$ cat src/hcm_pkg.sv
// Shared types and constants for the headphone crossfeed mixer.
package hcm_pkg;

	localparam int COEF_W     = 16;
	localparam int DLEN_W     = 6;
	localparam int FADE_W     = 17;
	localparam int MIX_W      = 17;
	localparam int MULB_W     = 18;
	localparam int CFG_IDX_W  = 3;
	localparam int CFG_DATA_W = 17;

	localparam logic [MIX_W-1:0] MIX_ONE = 17'h10000;

	localparam logic [COEF_W-1:0] DIRECT_GAIN_RST   = 16'd41071;
	localparam logic [COEF_W-1:0] CROSS_GAIN_RST    = 16'd24465;
	localparam logic [COEF_W-1:0] LOWPASS_COEFF_RST = 16'd59795;
	localparam logic [DLEN_W-1:0] DELAY_LENGTH_RST  = 6'd14;
	localparam logic [FADE_W-1:0] RAMP_STEP_RST     = 17'd7;

	typedef enum logic [CFG_IDX_W-1:0] {
		REG_ENABLE        = 3'd0,
		REG_DIRECT_GAIN   = 3'd1,
		REG_CROSS_GAIN    = 3'd2,
		REG_LOWPASS_COEFF = 3'd3,
		REG_DELAY_LENGTH  = 3'd4,
		REG_RAMP_STEP     = 3'd5
	} cfg_reg_t;

	// accumulator control for the shared multiply-accumulate unit
	typedef struct packed {
		logic acc_load;
		logic acc_add;
	} mac_ctrl_t;

endpackage

$ cat src/hcm_mac.sv
// Shared signed multiplier with registered product and accumulator.
module hcm_mac import hcm_pkg::*; #(
	parameter int A_W = 26,
	parameter int B_W = 18
) (
	input  logic                        clk,
	input  logic signed [A_W-1:0]       op_a,
	input  logic signed [B_W-1:0]       op_b,
	input  mac_ctrl_t                   ctrl,
	output logic signed [A_W+B_W:0]     acc
);

	logic signed [A_W+B_W-1:0] prod_s1;
	logic signed [A_W+B_W:0]   acc_q;
	logic signed [A_W+B_W:0]   prod_ext;

	assign prod_ext = {prod_s1[A_W+B_W-1], prod_s1};

	always_ff @(posedge clk) begin
		prod_s1 <= op_a * op_b;
		if (ctrl.acc_load) begin
			acc_q <= prod_ext;
		end else if (ctrl.acc_add) begin
			acc_q <= acc_q + prod_ext;
		end
	end

	assign acc = acc_q;

endmodule

$ cat config.mk
export PLATFORM = sky130hd
export DESIGN_NAME = hcm_mac
export DESIGN_NICKNAME = d
export VERILOG_FILES = /design/src/hcm_pkg.sv /design/src/hcm_mac.sv
export SDC_FILE = /design/constraint.sdc
export NUM_CORES = 2
export LEC_CHECK = 0
export BUFFER_PORTS_ARGS = -buffer_cell sky130_fd_sc_hd__buf_4
export CORE_MARGIN = 3
export CORE_UTILIZATION = 59
export CTS_CLUSTER_SIZE = 30
export DETAILED_ROUTE_END_ITERATION = 10
export PLACE_DENSITY = 0.83
export SYNTH_ARGS = -nofsm -noshare
export SYNTH_HDL_FRONTEND = slang
export SYNTH_SLANG_ARGS = --single-unit
$ cat constraint.sdc
create_clock -name clk -period 7.75 [get_ports clk]
set_input_delay 1.9375 -clock clk [delete_from_list [all_inputs] [get_ports clk]]
set_output_delay 1.9375 -clock clk [all_outputs]
set_load 0.01 [all_outputs]
==> impl_results.md <==
* Status: finished, final reports clean
* Postcts setup bufs at 0
* Worst Skew at 0.008406 ns
* TritonCTS Buffers at 9
* Synth Flop Type: edfxtp_1
* Max-slew violations at 0
* Clock tree from TritonCTS: built
* GRT overflow at 0
* Post-synth EDFFs at 45
* Worst slew margin at 23.02%
* Synth Warn # at 0
* First-pass GRT wire length at 85190 microns
* Reg2reg end: acc[38]$_DFFE_PP_
* Number of global-route vias before repair at 17.46k
* CP cell instances: buf_4 -> nand2_1 -> fa_1 -> inv_1 -> fa_1 -> inv_1 -> fa_1 -> inv_1 -> fa_1 -> fa_1 -> inv_1 -> fa_1 -> inv_1 -> ha_1 -> and3_1 -> o2111ai_1 -> a21oi_2 -> o311ai_4 -> o311ai_4 -> a41oi_2 -> nor2_1 -> o221ai_1 -> xnor2_1
* Setup TNS at 0 ns
* Hold depth at 2
* ANT nets after route at 0
* CTS max path bufs at 2
* Diode count at 0
* Crit path to: prod_s1[43]$_DFF_P_
* Number of DRC markers in iteration 0 at 1163
* Most used cell, CP: fa_1
* CTS H-tree depth at 3
* Worst setup path class: in2reg
* Via count at 16.39k
* Core area at 35830 sq um
* Top Ports at 92
* Routability cong. at 0.9646
* R2R cell count at 12
* Mapped Cells at 2400
* Nets@finish at 3165
* Area of the multi-input gates at 16940 sq um
* Flip-flop and latch area at 2232 sq um
* Total GRT Usage at 27.39%
* Mapped Avg Cell Area at 8.999 sq um
* Post-CTS Hold Fix Bufs at 0
* Clock sink count at 89
* Worst Setup SP: op_a[7]
* CP max stage cell: fa_1
* Die Y at 197.3 microns
* Initial Util at 60.28%
* Reg-to-reg slack, setup at 4.38 ns
* Post-Syn Area at 21600 sq um
* Initial antenna violation count at 1
* CP max stage delay at 0.54 ns
* Syn-to-layout area delta at 9.205%
* Minimum clock period at 7.508 ns
* Fmax at 133.2 MHz
* Via-to-Cell Ratio at 5.512
* CP startpoint kind: input pin
* Distinct cells, synth at 74
* Worst Path Required at 7.96 ns
* Worst path arrival time at 7.72 ns
* Pre-Repair DR Iteration Count at 5
* Layout filler cell count at 2725
* Post-route DRC at 0
* Worst r2r src: acc[0]$_DFFE_PP_
* Crit-path max FO at 18
* Site Rows at 69
* Sequential share of the synthesized area at 10.33%
* Final Hold Viols at 0
* # Max-Cap Violations at 0
* Final worst-path cycle share at 96.87%
* Worst-Skew Late Latency at 0.35 ns
* Final number of setup-violating endpoints at 0
* Root Buffer: clkbuf_16
* Largest net degree at the start of global routing at 97
* RSZ-0062 raised after global routing: true
* Wire length per cell at 17.38 microns
* Post-synth top area share at 42.45%
* Leading area contributor after synthesis: fa_1
* Worst-path clk slew at 0.06 ns
* Post-Syn Nets at 3058
* Final wirelength at 51680 microns
* Horiz. Die Dim at 197.3 microns
* FFs w/ async S/R, synth at 0%
* PostCTS Resize Cnt at 0
* Die area at 38940 sq um
* Number of port buffers at 91
* Placed wire-length estimate at 44000 microns
* Nature of the critical path endpoint: flop
* HP Class: reg2reg
* Worst slew pin tran at 1.155 ns
* Top cells by area, synth: fa_1 42%, inv_1 9.6%, ha_1 8.9%, edfxtp_1 6.3%, nand2_1 6.1%
* Layout cell share with drive strength beyond 1 at 9.037%
* #FFs+latches synth at 89
placed cells by master, fill, tap and decap left out, drive strengths merged, types with 4 or more instances in the layout:
cell,synthesis,layout
ha,153,153
a21oi,82,82
a31oi,12,12
edfxtp,45,45
buf,5,189
nor3,13,13
nand2b,20,20
and2,179,179
o21a,8,8
xor2,29,29
and3,11,11
xnor2,49,49
or3,4,4
o21ai,77,77
dfxtp,44,44
nor3b,5,5
o211ai,5,5
inv,553,557
a211oi,6,6
nand3,10,10
nand2,350,350
nor2,59,59
o22ai,4,4
nor2b,5,5
o221ai,4,4
fa,458,458
clkbuf,88,9
o21bai,10,10
nor4b,4,4
nand4,9,9
a21boi,4,4
o31ai,11,11
a21o,43,43
flip-flops by register name, summed over array words and instances, names as in the netlist:
signal   flops
acc         45
prod_s1     44
how the worst min path moves through the flow:
| stage | slack (ns) | startpoint | to |
|---|---|---|---|
| 3_5_place_dp | 0.53 | prod_s1[36]$_DFF_P_ | acc[36]$_DFFE_PP_ |
| 3_3_place_gp | 0.53 | prod_s1[4]$_DFF_P_ | acc[4]$_DFFE_PP_ |
| 6_report | 0.54 | prod_s1[36]$_DFF_P_ | acc[36]$_DFFE_PP_ |
| 4_1_cts | 0.55 | prod_s1[36]$_DFF_P_ | acc[36]$_DFFE_PP_ |
| 2_1_floorplan | 0.51 | prod_s1[10]$_DFF_P_ | acc[10]$_DFFE_PP_ |
| 5_1_grt | 0.56 | prod_s1[36]$_DFF_P_ | acc[36]$_DFFE_PP_ |
cells in the mapped netlist (all sizes together), types with 8 or more instances:
| master | instances |
|---|---|
| a21o | 43 |
| a21oi | 82 |
| a31oi | 12 |
| and2 | 179 |
| and3 | 11 |
| clkbuf | 88 |
| dfxtp | 44 |
| edfxtp | 45 |
| fa | 458 |
| ha | 153 |
| inv | 553 |
| nand2 | 350 |
| nand2b | 20 |
| nand3 | 10 |
| nand4 | 9 |
| nor2 | 59 |
| nor3 | 13 |
| o21a | 8 |
| o21ai | 77 |
| o21bai | 10 |
| o31ai | 11 |
| xnor2 | 49 |
| xor2 | 29 |
area by class of cell:
type / count / share of cell area [%]
Tap cell: 461 / 2.445
Inverter: 554 / 8.816
Multi-Input combinational cell: 1664 / 71.84
Clock inverter: 7 / 0.4138
Sequential cell: 89 / 9.464
Timing Repair Buffer: 189 / 6.069
Clock buffer: 9 / 0.9549
worst max-delay path, delay by kind of cell:
| kind | cells | cell delay, ns |
|---|---|---|
| adders and majority gates | 7 | 3.32 |
| xor gates and xnor gates | 1 | 0.15 |
| AOI/OAI and AO/OA | 6 | 1.27 |
| and+or+nand+nor | 3 | 0.55 |
| buffers and inverters | 6 | 0.48 |
logic make-up after synthesis:
group	share of synthesized area, %
and+or+nand+nor	15.07
muxes	0.09848
xor gates and xnor gates	3.163
AOI/OAI and AO/OA	8.730
buffers and inverters	11.29
DFF	10.33
adders and majority gates	51.32
through the flow:
step | cell area, sq um | utilization, % | instances | setup slack (ns) | hold WS (ns)
global placement | 23250 | 64.89 | 2957 | -0.01436 | 0.5251
global route | 23590 | 65.83 | 2973 | -0.008189 | 0.5610
CTS | 23570 | 65.79 | 2973 | 0.2291 | 0.5479
floorplan | 21600 | - | 2400 | 0.02675 | 0.5093
detailed placement | 23250 | 64.89 | 2957 | -0.1182 | 0.5332
finish | 23590 | 65.83 | 2973 | 0.2423 | 0.5438
layer usage:
metal / share of wire [%] / wire length, microns / vias up / global-route usage (%)
li1: - / - / 7479 / -
met1: 41 / 21320 / 8071 / 37.06
met2: 46 / 23890 / 734 / 44.95
met3: 9.9 / 5129 / 102 / 6.055
met4: 2.6 / 1328 / 2 / 7.946
met5: 0.025 / 13 / - / 0
Power is not shown: default switching activity piles up to over one toggle a cycle in this logic, so the estimate is an artifact.
